--- config.mk ---
export PLATFORM = sky130hd
export DESIGN_NAME = ntc_thermistor_beta_converter
export DESIGN_NICKNAME = d
export VERILOG_FILES = /design/src/hdl/ntcb_pkg.sv /design/src/hdl/ntcb_div.sv /design/src/hdl/ntc_thermistor_beta_converter.sv
export VERILOG_INCLUDE_DIRS = /design/src /design/src/hdl
export SDC_FILE = /design/constraint.sdc
export NUM_CORES = 2
export LEC_CHECK = 0
export BUFFER_PORTS_ARGS = -buffer_cell sky130_fd_sc_hd__buf_2
export CELL_PAD_IN_SITES_DETAIL_PLACEMENT = 1
export CELL_PAD_IN_SITES_GLOBAL_PLACEMENT = 1
export CORE_MARGIN = 3
export CORE_UTILIZATION = 53
export CTS_BUF_LIST = sky130_fd_sc_hd__clkbuf_4 sky130_fd_sc_hd__clkbuf_8
export DETAILED_ROUTE_END_ITERATION = 8
export MAX_ROUTING_LAYER = met4
export PLACE_DENSITY_LB_ADDON = 0.1
export SLEW_MARGIN = 20
export SYNTH_ARGS = -nofsm -noshare
export SYNTH_HDL_FRONTEND = slang
export SYNTH_SLANG_ARGS = --single-unit
--- constraint.sdc ---
create_clock -name clock -period 14.9 [get_ports clock]
set_input_delay 2.98 -clock clock [delete_from_list [all_inputs] [get_ports clock]]
set_output_delay 2.98 -clock clock [all_outputs]
set_load 0.1 [all_outputs]
--- src/hdl/ntc_thermistor_beta_converter_assert.svh ---
// Assertion macros shared by the thermistor converter RTL.
// Clock is "clock", synchronous active-high reset is "reset".
`ifndef NTC_THERMISTOR_BETA_CONVERTER_ASSERT_SVH
`define NTC_THERMISTOR_BETA_CONVERTER_ASSERT_SVH

// Property checked on every clock edge outside reset.
`define NTCB_ASSERT(lbl, prop, msg) \
   lbl: assert property (@(posedge clock) disable iff (reset) prop) else $error(msg);

// Same-cycle implication, outside reset.
`define NTCB_ASSERT_IMP(lbl, ante, cons, msg) \
   lbl: assert property (@(posedge clock) disable iff (reset) (ante) |-> (cons)) \
      else $error(msg);

`endif

--- src/hdl/ntcb_pkg.sv ---
// Shared types and constants for the thermistor converter.
// No dependencies.
`timescale 1ns / 1ps
package ntcb_pkg;
   // shared divider geometry
   localparam int DIV_W = 67;
   localparam int DVS_W = 50;
   localparam int DIV_CNT_W = $clog2(DIV_W);

   // register defaults and sizes
   localparam int DEF_SAMPLE_COUNT = 5;
   localparam int CSR_DW = 24;
   localparam int CSR_AW = 3;
   localparam logic [14:0] DEF_FULL_SCALE = 15'd26400;
   localparam logic [23:0] DEF_SERIES = 24'd100300;
   localparam logic [23:0] DEF_NOMINAL = 24'd100000;
   localparam logic [15:0] DEF_BETA = 16'd3950;
   localparam logic signed [8:0] DEF_NOM_TEMP = 9'sd25;

   typedef struct packed {
      logic busy;
      logic done;
   } div_stat_type;
endpackage

--- src/hdl/ntcb_div.sv ---
// Bit-serial restoring divider, one quotient bit per cycle.
// Depends on ntcb_pkg and the assertion macro header.
`timescale 1ns / 1ps
module ntcb_div (
   input  logic                        clock,
   input  logic                        reset,
   input  logic                        start,
   input  logic [ntcb_pkg::DIV_W-1:0]  dividend,
   input  logic [ntcb_pkg::DVS_W-1:0]  divisor,
   output logic [ntcb_pkg::DIV_W-1:0]  quotient,
   output ntcb_pkg::div_stat_type      stat
);
   import ntcb_pkg::*;
   `include "ntc_thermistor_beta_converter_assert.svh"

   localparam logic [DIV_CNT_W-1:0] LAST = DIV_CNT_W'(DIV_W - 1);

   logic                 busy_ff, busy_in;
   logic                 done_ff, done_in;
   logic [DIV_CNT_W-1:0] cnt_ff, cnt_in;
   logic [DIV_W-1:0]     quo_ff, quo_in;
   logic [DVS_W-1:0]     rem_ff, rem_in;
   logic [DVS_W-1:0]     dvs_ff, dvs_in;
   logic [DVS_W:0]       rem_sh;
   logic [DVS_W+1:0]     diff;

   always_comb begin
      busy_in = busy_ff;
      done_in = 1'b0;
      cnt_in  = cnt_ff;
      quo_in  = quo_ff;
      rem_in  = rem_ff;
      dvs_in  = dvs_ff;
      rem_sh  = {rem_ff, quo_ff[DIV_W-1]};
      diff    = {1'b0, rem_sh} - {2'b0, dvs_ff};
      if (busy_ff) begin
         if (!diff[DVS_W+1]) begin
            rem_in = diff[DVS_W-1:0];
            quo_in = {quo_ff[DIV_W-2:0], 1'b1};
         end else begin
            rem_in = rem_sh[DVS_W-1:0];
            quo_in = {quo_ff[DIV_W-2:0], 1'b0};
         end
         cnt_in = cnt_ff + 1'b1;
         if (cnt_ff == LAST) begin
            busy_in = 1'b0;
            done_in = 1'b1;
            cnt_in  = '0;
         end
      end else if (start) begin
         busy_in = 1'b1;
         cnt_in  = '0;
         quo_in  = dividend;
         rem_in  = '0;
         dvs_in  = divisor;
      end
   end

   always_ff @(posedge clock) begin
      if (reset) begin
         busy_ff <= 1'b0;
         done_ff <= 1'b0;
         cnt_ff  <= '0;
      end else begin
         busy_ff <= busy_in;
         done_ff <= done_in;
         cnt_ff  <= cnt_in;
      end
      quo_ff <= quo_in;
      rem_ff <= rem_in;
      dvs_ff <= dvs_in;
   end

   assign quotient  = quo_ff;
   assign stat.busy = busy_ff;
   assign stat.done = done_ff;

   `NTCB_ASSERT_IMP(a_done_idle, done_ff, !busy_ff, "divider done while busy")
   `NTCB_ASSERT(a_start_busy, (start && !busy_ff) |=> busy_ff, "divider failed to start")
   `NTCB_ASSERT(a_last_done, (busy_ff && cnt_ff == LAST) |=> done_ff, "divider missed done")
   `NTCB_ASSERT_IMP(a_idle_cnt, !busy_ff, cnt_ff == '0, "divider count not cleared")
endmodule

--- src/hdl/ntc_thermistor_beta_converter.sv ---
// NTC thermistor converter, beta equation, top level.
// Uses ntcb_pkg, ntcb_div and the assertion macro header.
//
// Usage:
//  req_* : one signed ADC reading per request (req_valid / req_stall).
//  rsp_* : one result per SAMPLE_COUNT requests: average (1/16 code),
//          resistance (ohms), temperature (1/256 C) and a status code.
//  csr_* : register writes (index, data); always ready. Write only when idle.
//  Readings are summed; requests are taken in one cycle each while no
//  result is being computed. The request that completes a group starts the
//  computation and req_stall stays high until the result is in the output
//  register. From the last request of a group to rsp_valid the work is two
//  passes through the bit-serial divider, three base-2 logs (shift search,
//  then 30 square-and-compare steps on the shared 32x32 multiplier) and
//  reciprocal multiplies for the divides by SAMPLE_COUNT and by 5, plus any
//  wait for the output slot. Low or full-scale readings skip the divider
//  and the logs.
//  The result is held in rsp_* while rsp_stall is high; new readings are
//  still taken meanwhile, only the next result waits for the slot.
//  Reset clears the sum, count and output valid and loads register defaults.
`timescale 1ns / 1ps
module ntc_thermistor_beta_converter #(
   parameter int SAMPLE_COUNT = ntcb_pkg::DEF_SAMPLE_COUNT
) (
   input  logic                        clock,
   input  logic                        reset,
   input  logic                        req_valid,
   output logic                        req_stall,
   input  logic signed [15:0]          req_adc_sample,
   output logic                        rsp_valid,
   input  logic                        rsp_stall,
   output logic [18:0]                 rsp_average_q4,
   output logic [31:0]                 rsp_resistance_ohms,
   output logic signed [17:0]          rsp_temperature_q8,
   output logic [1:0]                  rsp_status,
   input  logic                        csr_valid,
   output logic                        csr_ready,
   input  logic [ntcb_pkg::CSR_AW-1:0] csr_index,
   input  logic [ntcb_pkg::CSR_DW-1:0] csr_data
);
   import ntcb_pkg::*;
   `include "ntc_thermistor_beta_converter_assert.svh"

   localparam int CNT_W = (SAMPLE_COUNT > 1) ? $clog2(SAMPLE_COUNT) : 1;
   localparam int SUM_W = 16 + $clog2(SAMPLE_COUNT);
   localparam int FSN_W = 22;
   localparam int HALF_N = SAMPLE_COUNT / 2;

   localparam logic [1:0] ST_OK   = 2'd0;
   localparam logic [1:0] ST_LOW  = 2'd1;
   localparam logic [1:0] ST_HIGH = 2'd2;
   localparam logic [1:0] ST_SAT  = 2'd3;

   localparam logic [CSR_AW-1:0] REG_FULL_SCALE = CSR_AW'(0);
   localparam logic [CSR_AW-1:0] REG_SERIES     = CSR_AW'(1);
   localparam logic [CSR_AW-1:0] REG_NOMINAL    = CSR_AW'(2);
   localparam logic [CSR_AW-1:0] REG_BETA       = CSR_AW'(3);
   localparam logic [CSR_AW-1:0] REG_NOM_TEMP   = CSR_AW'(4);

   localparam logic [31:0] LN2_Q30 = 32'd744261118;
   localparam logic [DIV_W-1:0] T_LIMIT = DIV_W'(5) << 20;
   localparam logic signed [17:0] TEMP_MAX = 18'sd131071;
   // ceil(2^31 / N): exact floor for every rounded sum*16 the group can give
   localparam logic [31:0] AVG_RECIP =
      32'(((64'd1 << 31) + 64'(SAMPLE_COUNT) - 64'd1) / 64'(SAMPLE_COUNT));
   // ceil(2^26 / 5): exact floor below 2^26
   localparam logic [31:0] DIV5_RECIP = 32'd13421773;

   typedef enum logic [4:0] {
      S_IDLE, S_FSN, S_AVG, S_AVGW, S_NUM, S_NUMW, S_RESW, S_NORM, S_SQ, S_SQW,
      S_LN, S_LNW, S_LK, S_LKW, S_BK, S_BKW, S_B100, S_DD, S_TW, S_TCW, S_OUT
   } state_type;

   // configuration registers
   logic [14:0]       fs_ff;
   logic [23:0]       series_ff;
   logic [23:0]       nom_ff;
   logic [15:0]       beta_ff;
   logic signed [8:0] ntc_ff;

   assign csr_ready = 1'b1;

   always_ff @(posedge clock) begin
      if (reset) begin
         fs_ff     <= DEF_FULL_SCALE;
         series_ff <= DEF_SERIES;
         nom_ff    <= DEF_NOMINAL;
         beta_ff   <= DEF_BETA;
         ntc_ff    <= DEF_NOM_TEMP;
      end else if (csr_valid && csr_ready) begin
         case (csr_index)
            REG_FULL_SCALE: fs_ff     <= csr_data[14:0];
            REG_SERIES:     series_ff <= csr_data[23:0];
            REG_NOMINAL:    nom_ff    <= csr_data[23:0];
            REG_BETA:       beta_ff   <= csr_data[15:0];
            REG_NOM_TEMP:   ntc_ff    <= signed'(csr_data[8:0]);
            default: ;
         endcase
      end
   end

   // datapath and control state
   state_type               state_ff, state_in;
   logic signed [SUM_W-1:0] sum_ff, sum_in, tot_ff, tot_in, sum_next;
   logic [CNT_W-1:0]        cnt_ff, cnt_in;
   logic [FSN_W-1:0]        fsn_ff, fsn_in, den_ff, den_in, den_calc;
   logic [45:0]             num_ff, num_in;
   logic [18:0]             avg_ff, avg_in;
   logic [31:0]             res_ff, res_in;
   logic signed [17:0]      tc_ff, tc_in;
   logic [1:0]              status_ff, status_in;
   logic [63:0]             x_ff, x_in;
   logic [5:0]              e_ff, e_in;
   logic [30:0]             m_ff, m_in;
   logic [35:0]             lacc_ff, lacc_in;
   logic [4:0]              bit_ff, bit_in;
   logic [1:0]              which_ff, which_in;
   logic [35:0]             l0_ff, l0_in, l1_ff, l1_in, l2_ff, l2_in;
   logic [31:0]             lm_ff, lm_in, bk_ff, bk_in;
   logic [47:0]             lk_ff, lk_in;
   logic [63:0]             prod_ff, prod_in;
   logic                    rsp_valid_ff, rsp_valid_in;
   logic [18:0]             rsp_avg_ff, rsp_avg_in;
   logic [31:0]             rsp_res_ff, rsp_res_in;
   logic signed [17:0]      rsp_tc_ff, rsp_tc_in;
   logic [1:0]              rsp_st_ff, rsp_st_in;

   logic [31:0]             mul_a, mul_b;
   logic                    div_start;
   logic [DIV_W-1:0]        div_dvd, div_quot;
   logic [DVS_W-1:0]        div_dvs;
   div_stat_type            div_stat;

   logic signed [17:0]      k_s;
   logic [15:0]             k16;
   logic signed [37:0]      d_s, mag_s;
   logic [31:0]             sq;
   logic [35:0]             lacc_next;
   logic [63:0]             lmp;
   logic signed [49:0]      lq_s, dd_s;
   logic signed [22:0]      tcv;

   ntcb_div u_div (
      .clock    (clock),
      .reset    (reset),
      .start    (div_start),
      .dividend (div_dvd),
      .divisor  (div_dvs),
      .quotient (div_quot),
      .stat     (div_stat)
   );

   // K = 100*T0 + 27315, always positive over the 9-bit register range
   assign k_s = 18'(ntc_ff) * 18'sd100 + 18'sd27315;
   assign k16 = k_s[15:0];
   // log2(num) - log2(den) - log2(R0), Q30
   assign d_s   = signed'({2'b0, l0_ff}) - signed'({2'b0, l1_ff})
                  - signed'({2'b0, l2_ff});
   assign mag_s = d_s[37] ? -d_s : d_s;
   assign sq    = prod_ff[61:30];
   assign lmp   = prod_ff + 64'd536870912;
   assign lq_s  = signed'({2'b0, lk_ff});
   assign dd_s  = (d_s[37] ? -lq_s : lq_s) + signed'({3'b0, prod_ff[22:0], 24'b0});
   // (t + 370) / 5 by reciprocal, less the offset
   assign tcv   = signed'({2'b0, prod_ff[46:26]}) - 23'sd70000;
   assign den_calc = fsn_ff - FSN_W'(unsigned'(tot_ff));
   assign sum_next = sum_ff + SUM_W'(req_adc_sample);

   always_comb begin
      state_in  = state_ff;
      sum_in    = sum_ff;
      tot_in    = tot_ff;
      cnt_in    = cnt_ff;
      fsn_in    = fsn_ff;
      den_in    = den_ff;
      num_in    = num_ff;
      avg_in    = avg_ff;
      res_in    = res_ff;
      tc_in     = tc_ff;
      status_in = status_ff;
      x_in      = x_ff;
      e_in      = e_ff;
      m_in      = m_ff;
      lacc_in   = lacc_ff;
      bit_in    = bit_ff;
      which_in  = which_ff;
      l0_in     = l0_ff;
      l1_in     = l1_ff;
      l2_in     = l2_ff;
      lm_in     = lm_ff;
      lk_in     = lk_ff;
      bk_in     = bk_ff;
      rsp_avg_in = rsp_avg_ff;
      rsp_res_in = rsp_res_ff;
      rsp_tc_in  = rsp_tc_ff;
      rsp_st_in  = rsp_st_ff;
      rsp_valid_in = rsp_valid_ff && rsp_stall;
      mul_a     = '0;
      mul_b     = '0;
      div_start = 1'b0;
      div_dvd   = '0;
      div_dvs   = '0;
      lacc_next = lacc_ff;
      req_stall = (state_ff != S_IDLE);

      case (state_ff)
         S_IDLE: begin
            if (req_valid) begin
               if (cnt_ff == CNT_W'(SAMPLE_COUNT - 1)) begin
                  tot_in   = sum_next;
                  sum_in   = '0;
                  cnt_in   = '0;
                  state_in = S_FSN;
               end else begin
                  sum_in = sum_next;
                  cnt_in = cnt_ff + 1'b1;
               end
            end
         end
         S_FSN: begin
            mul_a    = 32'(fs_ff);
            mul_b    = 32'(SAMPLE_COUNT);
            state_in = S_AVG;
         end
         S_AVG: begin
            fsn_in    = prod_ff[FSN_W-1:0];
            avg_in    = '0;
            res_in    = '0;
            tc_in     = '0;
            status_in = ST_OK;
            if (tot_ff <= 0) begin
               status_in = ST_LOW;
               state_in  = S_OUT;
            end else begin
               // (16*sum + N/2) / N by reciprocal
               mul_a    = (32'(unsigned'(tot_ff)) << 4) + 32'(HALF_N);
               mul_b    = AVG_RECIP;
               state_in = S_AVGW;
            end
         end
         S_AVGW: begin
            avg_in = prod_ff[49:31];
            if (FSN_W'(unsigned'(tot_ff)) >= fsn_ff) begin
               status_in = ST_HIGH;
               state_in  = S_OUT;
            end else begin
               state_in = S_NUM;
            end
         end
         S_NUM: begin
            mul_a    = 32'(series_ff);
            mul_b    = 32'(unsigned'(tot_ff));
            state_in = S_NUMW;
         end
         S_NUMW: begin
            num_in    = prod_ff[45:0];
            den_in    = den_calc;
            div_start = 1'b1;
            div_dvd   = DIV_W'(prod_ff[45:0]) + DIV_W'(den_calc >> 1);
            div_dvs   = DVS_W'(den_calc);
            state_in  = S_RESW;
         end
         S_RESW: begin
            if (div_stat.done) begin
               if (|div_quot[DIV_W-1:32]) begin
                  res_in    = 32'hFFFF_FFFF;
                  status_in = ST_SAT;
               end else begin
                  res_in = div_quot[31:0];
               end
               if (series_ff == '0 || nom_ff == '0 || beta_ff == '0) begin
                  status_in = ST_SAT;
                  state_in  = S_OUT;
               end else begin
                  x_in     = 64'(num_ff);
                  e_in     = 6'd63;
                  which_in = 2'd0;
                  state_in = S_NORM;
               end
            end
         end
         // shift until the leading one reaches the top bit
         S_NORM: begin
            if (x_ff[63]) begin
               m_in     = x_ff[63:33];
               lacc_in  = {e_ff, 30'b0};
               bit_in   = 5'd29;
               state_in = S_SQ;
            end else begin
               x_in = x_ff << 1;
               e_in = e_ff - 1'b1;
            end
         end
         S_SQ: begin
            mul_a    = 32'(m_ff);
            mul_b    = 32'(m_ff);
            state_in = S_SQW;
         end
         S_SQW: begin
            if (sq[31]) begin
               m_in      = sq[31:1];
               lacc_next = lacc_ff | (36'd1 << bit_ff);
            end else begin
               m_in = sq[30:0];
            end
            lacc_in = lacc_next;
            if (bit_ff == '0) begin
               case (which_ff)
                  2'd0: begin
                     l0_in    = lacc_next;
                     x_in     = 64'(den_ff);
                     e_in     = 6'd63;
                     which_in = 2'd1;
                     state_in = S_NORM;
                  end
                  2'd1: begin
                     l1_in    = lacc_next;
                     x_in     = 64'(nom_ff);
                     e_in     = 6'd63;
                     which_in = 2'd2;
                     state_in = S_NORM;
                  end
                  default: begin
                     l2_in    = lacc_next;
                     state_in = S_LN;
                  end
               endcase
            end else begin
               bit_in   = bit_ff - 1'b1;
               state_in = S_SQ;
            end
         end
         S_LN: begin
            mul_a    = mag_s[37:6];
            mul_b    = LN2_Q30;
            state_in = S_LNW;
         end
         S_LNW: begin
            lm_in    = lmp[61:30];
            state_in = S_LK;
         end
         S_LK: begin
            mul_a    = lm_ff;
            mul_b    = 32'(k16);
            state_in = S_LKW;
         end
         S_LKW: begin
            lk_in    = prod_ff[47:0];
            state_in = S_BK;
         end
         S_BK: begin
            mul_a    = 32'(beta_ff);
            mul_b    = 32'(k16);
            state_in = S_BKW;
         end
         S_BKW: begin
            bk_in    = prod_ff[31:0];
            state_in = S_B100;
         end
         S_B100: begin
            mul_a    = 32'(beta_ff);
            mul_b    = 32'd100;
            state_in = S_DD;
         end
         // denominator L*K + 100*B*2^24; 5*kelvin in 1/256 K = 5*B*K*2^32 / that
         S_DD: begin
            if (dd_s[49] || dd_s == '0) begin
               tc_in     = TEMP_MAX;
               status_in = ST_SAT;
               state_in  = S_OUT;
            end else begin
               div_start = 1'b1;
               div_dvd   = {1'b0, bk_ff, 34'b0} + {3'b0, bk_ff, 32'b0};
               div_dvs   = DVS_W'(unsigned'(dd_s));
               state_in  = S_TW;
            end
         end
         S_TW: begin
            if (div_stat.done) begin
               if (div_quot >= T_LIMIT) begin
                  tc_in     = TEMP_MAX;
                  status_in = ST_SAT;
                  state_in  = S_OUT;
               end else begin
                  mul_a    = 32'(div_quot[22:0]) + 32'd370;
                  mul_b    = DIV5_RECIP;
                  state_in = S_TCW;
               end
            end
         end
         S_TCW: begin
            if (tcv > 23'sd131071) begin
               tc_in     = TEMP_MAX;
               status_in = ST_SAT;
            end else begin
               tc_in = tcv[17:0];
            end
            state_in = S_OUT;
         end
         S_OUT: begin
            if (!rsp_valid_ff || !rsp_stall) begin
               rsp_valid_in = 1'b1;
               rsp_avg_in   = avg_ff;
               rsp_res_in   = (status_ff == ST_HIGH) ? 32'd0 : res_ff;
               rsp_tc_in    = tc_ff;
               rsp_st_in    = status_ff;
               state_in     = S_IDLE;
            end
         end
         default: state_in = S_IDLE;
      endcase
   end

   always_ff @(posedge clock) begin
      if (reset) begin
         state_ff     <= S_IDLE;
         sum_ff       <= '0;
         cnt_ff       <= '0;
         rsp_valid_ff <= 1'b0;
      end else begin
         state_ff     <= state_in;
         sum_ff       <= sum_in;
         cnt_ff       <= cnt_in;
         rsp_valid_ff <= rsp_valid_in;
      end
      tot_ff     <= tot_in;
      fsn_ff     <= fsn_in;
      den_ff     <= den_in;
      num_ff     <= num_in;
      avg_ff     <= avg_in;
      res_ff     <= res_in;
      tc_ff      <= tc_in;
      status_ff  <= status_in;
      x_ff       <= x_in;
      e_ff       <= e_in;
      m_ff       <= m_in;
      lacc_ff    <= lacc_in;
      bit_ff     <= bit_in;
      which_ff   <= which_in;
      l0_ff      <= l0_in;
      l1_ff      <= l1_in;
      l2_ff      <= l2_in;
      lm_ff      <= lm_in;
      lk_ff      <= lk_in;
      bk_ff      <= bk_in;
      prod_ff    <= prod_in;
      rsp_avg_ff <= rsp_avg_in;
      rsp_res_ff <= rsp_res_in;
      rsp_tc_ff  <= rsp_tc_in;
      rsp_st_ff  <= rsp_st_in;
   end

   // shared multiplier, product registered
   assign prod_in = 64'(mul_a) * 64'(mul_b);

   assign rsp_valid           = rsp_valid_ff;
   assign rsp_average_q4      = rsp_avg_ff;
   assign rsp_resistance_ohms = rsp_res_ff;
   assign rsp_temperature_q8  = rsp_tc_ff;
   assign rsp_status          = rsp_st_ff;

   `NTCB_ASSERT_IMP(a_div_free, div_start, !div_stat.busy, "divider started while busy")
   `NTCB_ASSERT_IMP(a_low_zero, rsp_valid && rsp_status == ST_LOW,
      rsp_average_q4 == '0 && rsp_resistance_ohms == '0 && rsp_temperature_q8 == '0,
      "low reading result not cleared")
   `NTCB_ASSERT_IMP(a_high_zero, rsp_valid && rsp_status == ST_HIGH,
      rsp_resistance_ohms == '0 && rsp_temperature_q8 == '0,
      "full scale result not cleared")
   `NTCB_ASSERT(a_cnt_range, cnt_ff <= CNT_W'(SAMPLE_COUNT - 1), "sample count out of range")
endmodule

* After elaboration in Yosys (flattened, before gate mapping)
Index checks and enable logic that the tools add are counted.
** Storage, ports and cells
- Logic and storage cells :: 258
- Output and inout bits :: 74
- Input port bits :: 48
- Bits in registers :: 969
** Cells by class
- Bitwise logic cells :: 3
- Muxes and demuxes :: 92
- Multipliers :: 2
- Reduce and logical (&&, ||, !) cells :: 51
- Shift-type cells :: 1
- Eq/ne operators :: 45
- Add/subtract/negate cells :: 19
- Magnitude comparators :: 4
** Operators with widths (number)
- $mux 64 :: 4
- $pmux 32 s8 :: 1
- $mux 50 :: 5
- $pmux 31 s8 :: 1
- $mux 67 :: 3
- $pmux 64 s3 :: 1
- $pmux 67 s2 :: 1
- $pmux 64 s2 :: 1
- $mux 24 :: 5
- $pmux 5 s21 :: 1
- $pmux 50 s2 :: 1
- $mux 18 :: 4
- $mux 36 :: 2
- $pmux 18 s4 :: 1
- $pmux 36 s2 :: 1
- $add 66x64->67 :: 1
- $ge 67x23->1 const B :: 1
- $mux 32 :: 2
- $pmux 32 s2 :: 1
- $add 62x30->62 const B :: 1
- $mul 32x31->62 :: 1
- $mux 31 :: 2
- $pmux 31 s2 :: 1
- $mux 5 :: 12
- 76 further kinds :: 163

* Longest topological paths before layout
- Depth in word-level cells :: 10
- Gate-level depth with buffers :: 60
- Mapped depth without buffers :: 56

* Cells and area by module
Synthesis repeated with hierarchy kept, for this count alone.
** Unflattened totals
- Cells, all modules :: 8959
- Area total of the unflattened synthesis :: 85635.9 um^2
** By module, submodules not included
- ntc_thermistor_beta_converter :: area each 75482.4 um^2, cells each 8020, times used 1
- ntcb_div :: area each 10153.5 um^2, cells each 939, times used 1

* Worst setup path after synthesis
Ideal clock, no wire load.
- Kind :: register to register
- Start :: register l0_ff[0]
- End :: register prod_ff[60]
- Setup time :: 0.072 ns
- Arrival time :: 12.937 ns
- Data required time :: 14.828 ns
- Stages on the path, launching flop included :: 55
- Path buffers :: 3
- Slack :: 1.891 ns
- Path through :: edfxtp_1 -> inv_1 -> ha_1 -> fa_1 -> nor2b_1 -> o31a_1 -> o31ai_1 -> a21oi_1 -> and2_1 -> a41oi_1 -> o21bai_1 -> a21o_1 -> a21oi_1 -> xnor2_1 -> ha_1 -> clkbuf_1 -> nand4_1 -> nor2_1 -> (+19 left out) -> fa_1 -> inv_1 -> fa_1 -> inv_1 -> ha_1 -> and4_1 -> nand4_1 -> a211oi_1 -> or2_2 -> o22a_1 -> nor3b_1 -> o21bai_1 -> a2111oi_0 -> nor2_1 -> a211oi_1 -> o31ai_1 -> a21boi_0 -> xor2_1
** Between the ends
- Word-level cells in the longest chain between the ends :: 6
** Ends and longest elaborated chain
- start: declaration :: line ntc_thermistor_beta_converter.sv:118 : logic [35:0] l0_ff, l0_in, l1_ff, l1_in, l2_ff, l2_in;
- start signal: assignment :: line ntc_thermistor_beta_converter.sv:440 : l0_ff <= l0_in;
- $sub 36x36->37 (*) :: line ntc_thermistor_beta_converter.sv:157 : assign d_s = signed'({2'b0, l0_ff}) - signed'({2'b0, l1_ff})
- $sub 37x37->38 (*) :: line ntc_thermistor_beta_converter.sv:158 : - signed'({2'b0, l2_ff});
- $neg 38->38 :: line ntc_thermistor_beta_converter.sv:159 : assign mag_s = d_s[37] ? -d_s : d_s;
- $mux 38 (*) :: line ntc_thermistor_beta_converter.sv:159
- $pmux 32 s8 (*) :: line ntc_thermistor_beta_converter.sv:206 : case (state_ff)
- $mul 32x31->62 (*) :: line ntc_thermistor_beta_converter.sv:454 : assign prod_in = 64'(mul_a) * 64'(mul_b);
- named net prod_in[60] :: line ntc_thermistor_beta_converter.sv:121 : logic [63:0] prod_ff, prod_in;
- end signal: assignment :: line ntc_thermistor_beta_converter.sv:446 : prod_ff <= prod_in;
- end: declaration :: line ntc_thermistor_beta_converter.sv:121
The timed path passes the listed nets; every way through them passes the cells marked *.
A chain may end at the register's enable or synchronous reset.

* Worst setup path in the final report
- Start :: register l1_ff[0]
- End :: register prod_ff[60]
** Between the ends
- Word-level cells in the longest chain between the ends :: 6
** Ends and longest elaborated chain
- start: declaration :: line ntc_thermistor_beta_converter.sv:118
- start signal: assignment :: line ntc_thermistor_beta_converter.sv:441 : l1_ff <= l1_in;
- $sub 36x36->37 (*) :: line ntc_thermistor_beta_converter.sv:157
- $sub 37x37->38 (*) :: line ntc_thermistor_beta_converter.sv:158
- $neg 38->38 :: line ntc_thermistor_beta_converter.sv:159
- $mux 38 (*) :: line ntc_thermistor_beta_converter.sv:159
- $pmux 32 s8 (*) :: line ntc_thermistor_beta_converter.sv:206
- $mul 32x31->62 (*) :: line ntc_thermistor_beta_converter.sv:454
- named net prod_in[60] :: line ntc_thermistor_beta_converter.sv:121
Marks and branches as above.

==> summary.txt <==
Status: finished, final reports clean
Pins over their slew limit: 0
Register area: 0.0272 mm^2
Synth Area in XOR/XNOR: 4.49%
Clk Tree Root Cell: clkbuf_8
All-layer global routing usage: 43.4%
# IOs: 122
Fin. Hold Viols: 0
Switch share: 33.8%
Die footprint: 0.164 mm^2
R2R setup slack: 0.59 ns
Post-route clock period utilization: 96.0%
RSZ-0062 raised after global routing: false
Vias per cell: 6.33
Mapped Area: 0.0846 mm^2
HPWL after detailed placement: 269 mm
Crit path largest cell delay: 0.58 ns
Clock Latency Late Sink: 0.96 ns
CTS Buffer Depth: 3
Routed Antenna Nets: 0
Initial Util: 53.4%
# nets final: 10.6k
Slowest cell on crit path: fa_1
Yosys Warn Count: 0
Lkg Pwr: 0.0413 uW
CTS sink count: 969
PwrDens: 80.1 mW/mm^2
Worst Tran Pin Value: 1.22 ns
Post-Synthesis Cells: 8870
Cell variety after synth: 103
Synth area leader: edfxtp_1
Yosys top cell area share: 27.8%
Vias: 71.8k
Comb power frac: 23.3%
Crit Path Class: reg -> reg
Largest fanout on the critical path: 8
Peak supply drop: 138 uV
Sequential share of power: 41.3%
Largest net degree at the start of global routing: 89
Worst path buffer plus inverter count: 8
Synth Area in Simple Gates: 14.6%
PortBufs: 120
Crit path setup slack, layout: 0.590 ns
Area grow syn2layout: 10.2%
Post-synth top flop: edfxtp_1
Place WS: -0.377 ns
GPL Wtd Cong: 1.03
Clock transition at path regs: 0.06 ns
Drt total wl: 347 mm
Slew margin rel.: 17.7%
WHS Endpoint: rsp_temperature_q8[5]
Peak Freq: 69.9 MHz
RR Startpoint: l1_ff[0]
Final Setup Violations: 0
Synth Area in Compound Gates: 12.5%
Ys async rst share: 0%
Die Width: 406 um
Wire length per cell: 30.6 um
# H-tree levels: 4
Min-delay src: tc_ff[5]
Hold Crit Depth: 0
Cell mode on critical path: fa_1
Design Power: 7460 uW
Post-synthesis sequential area ratio: 32.2%
DRC violations left: 0
Layout cell share with drive strength beyond 1: 9.84%
Critical path arrival: 15.11 ns
Total internal power: 4940 uW
Worst hold path type: reg -> reg
Layout Utilization: 58.8%
Cell family with most CP delay: adder cells
Required @ worst endpoint: 15.70 ns
Core Region: 0.159 mm^2
Syn Area/Cell: 9.54 um^2
CTS tree: built
Flops & latches, synth: 969
Fillers: 17.7k
Area contributors post-synth: edfxtp_1 (28%), fa_1 (21%), ha_1 (7.8%)
DRT Pass-1 Iters: 8
Tmin final: 14.31 ns
Worst r2r path cells: 54
Height of the die: 406 um
Switching pwr: 2520 uW
CP Capture Type: register
Clock Power Share: 35.3%
Max_cap viols: 0
Number of global-route vias before repair: 75.9k
Num CTS Buffers: 172
Worst Skew: 0.0667 ns
Multi-input logic area: 0.0519 mm^2
Post-Synth Adder-Cell Area: 28.6%
Main combinational cell family by area after synthesis: adder cells
Std-Cell Rows: 146
First-pass GRT wire length: 506 mm
Initial DRC count: 7239
Post-synth EDFFs: 782
Worst r2r dst: prod_ff[60]
Initial antenna violation count: 27
Mux contribution to synthesized area: 0.451%
Startpoint types: register
Gr ovfl total: 0
==> power by group through the flow <==
stage	logic [uW]	clock network [uW]	registers (uW)
2_1_floorplan	906	0	3120
3_3_place_gp	1600	0	3130
3_5_place_dp	1640	0	3140
4_1_cts	1680	2660	3080
5_1_grt	1810	2770	3090
6_report	1740	2640	3090
==> area by class of cell <==
type	count	area share (%)
Antenna cell	27	0.0725
Clock buffer	252	3.32
Clock inverter	59	0.514
Inverter	1219	4.91
Multi-Input combinational cell	6283	55.6
Sequential cell	969	29.2
Tap cell	2072	2.78
Timing Repair Buffer	464	3.55
==> placed cells by master, fill, tap and decap left out, types with 57 or more instances in the layout <==
cell / count
a21o_1: 150
a21oi_1: 526
a22oi_1: 65
and2_1: 139
and3_1: 78
buf_2: 119
buf_4: 333
clkbuf_4: 60
clkbuf_8: 192
dfxtp_1: 185
edfxtp_1: 782
fa_1: 880
ha_1: 525
inv_1: 1214
nand2_1: 1156
nand2b_1: 60
nand3_1: 166
nor2_1: 755
nor3_1: 84
o21ai_0: 273
o21bai_1: 66
o31ai_1: 57
xnor2_1: 284
xor2_1: 143
==> per-layer routing <==
layer  up-vias  global-route usage, %  part of all wire (%)
met5         -                      -                     0
met4         0                   26.8                   7.6
met2      3925                   66.9                    46
li1      30100                      -                     -
met3      1244                   9.38                   9.6
met1     36500                   52.1                    37
==> state kept, by name, summed over array words and instances, names as in the netlist, 36 cells and up <==
register,count
l0_ff,36
l1_ff,36
l2_ff,36
lacc_ff,36
lk_ff,48
num_ff,46
prod_ff,62
u_div.dvs_ff,50
u_div.quotient,67
u_div.rem_ff,50
x_ff,64
==> logic make-up after synthesis <==
group,count (synthesis)
simple gates,2764
buf+inv,1625
other cells,2
xor+xnor,434
flops,969
fa+ha+maj,1406
mux,38
compound gates,1632
==> stage by stage <==
step / hold WS, ns / TNS (ns) / instances / instance area (um^2)
floorplan: 0.400 / 0 / 8877 / 84600
global placement: 0.403 / 0 / 11000 / 89000
detailed placement: 0.409 / -1.39 / 11000 / 89000
CTS: 0.423 / 0 / 11300 / 92800
global route: 0.425 / 0 / 11300 / 93200
finish: 0.422 / 0 / 11300 / 93200
==> repair_timing <==
| item | 4_1_cts | 5_1_grt |
|---|---|---|
| setup endpoints to repair | 10 | 24 |
| resized for setup | 6 | 53 |
| buffers inserted | 11 | 12 |
| hold buffers | 0 | 0 |
| pin swaps | 3 | 4 |
==> Yosys cell counts, drive strengths merged (57+ instances only) <==
cell    number
and2       142
o31ai       59
a21oi      536
nor3        92
nand2b      63
clkbuf     368
nor4        61
nor2       774
nand2     1164
fa         880
nand3      168
xor2       146
xnor2      288
ha         526
edfxtp     782
a22oi       65
o21bai      67
inv       1217
nor2b       57
a21o       150
dfxtp      187
o21ai      296
and3        78
==> worst max path at each step <==
stage,start,to,slack (ns),cells after the start
after global routing,l1_ff[1],prod_ff[60],0.05,56
after detailed placement,l1_ff[1],prod_ff[60],-0.38,56
after global placement,l0_ff[0],prod_ff[60],0.15,55
after floorplan,l0_ff[0],prod_ff[60],1.89,54
after CTS,l1_ff[1],prod_ff[60],0.0004,56
final,l1_ff[0],prod_ff[60],0.59,54
No activity file was read; power rests on OpenSTA's default activity.
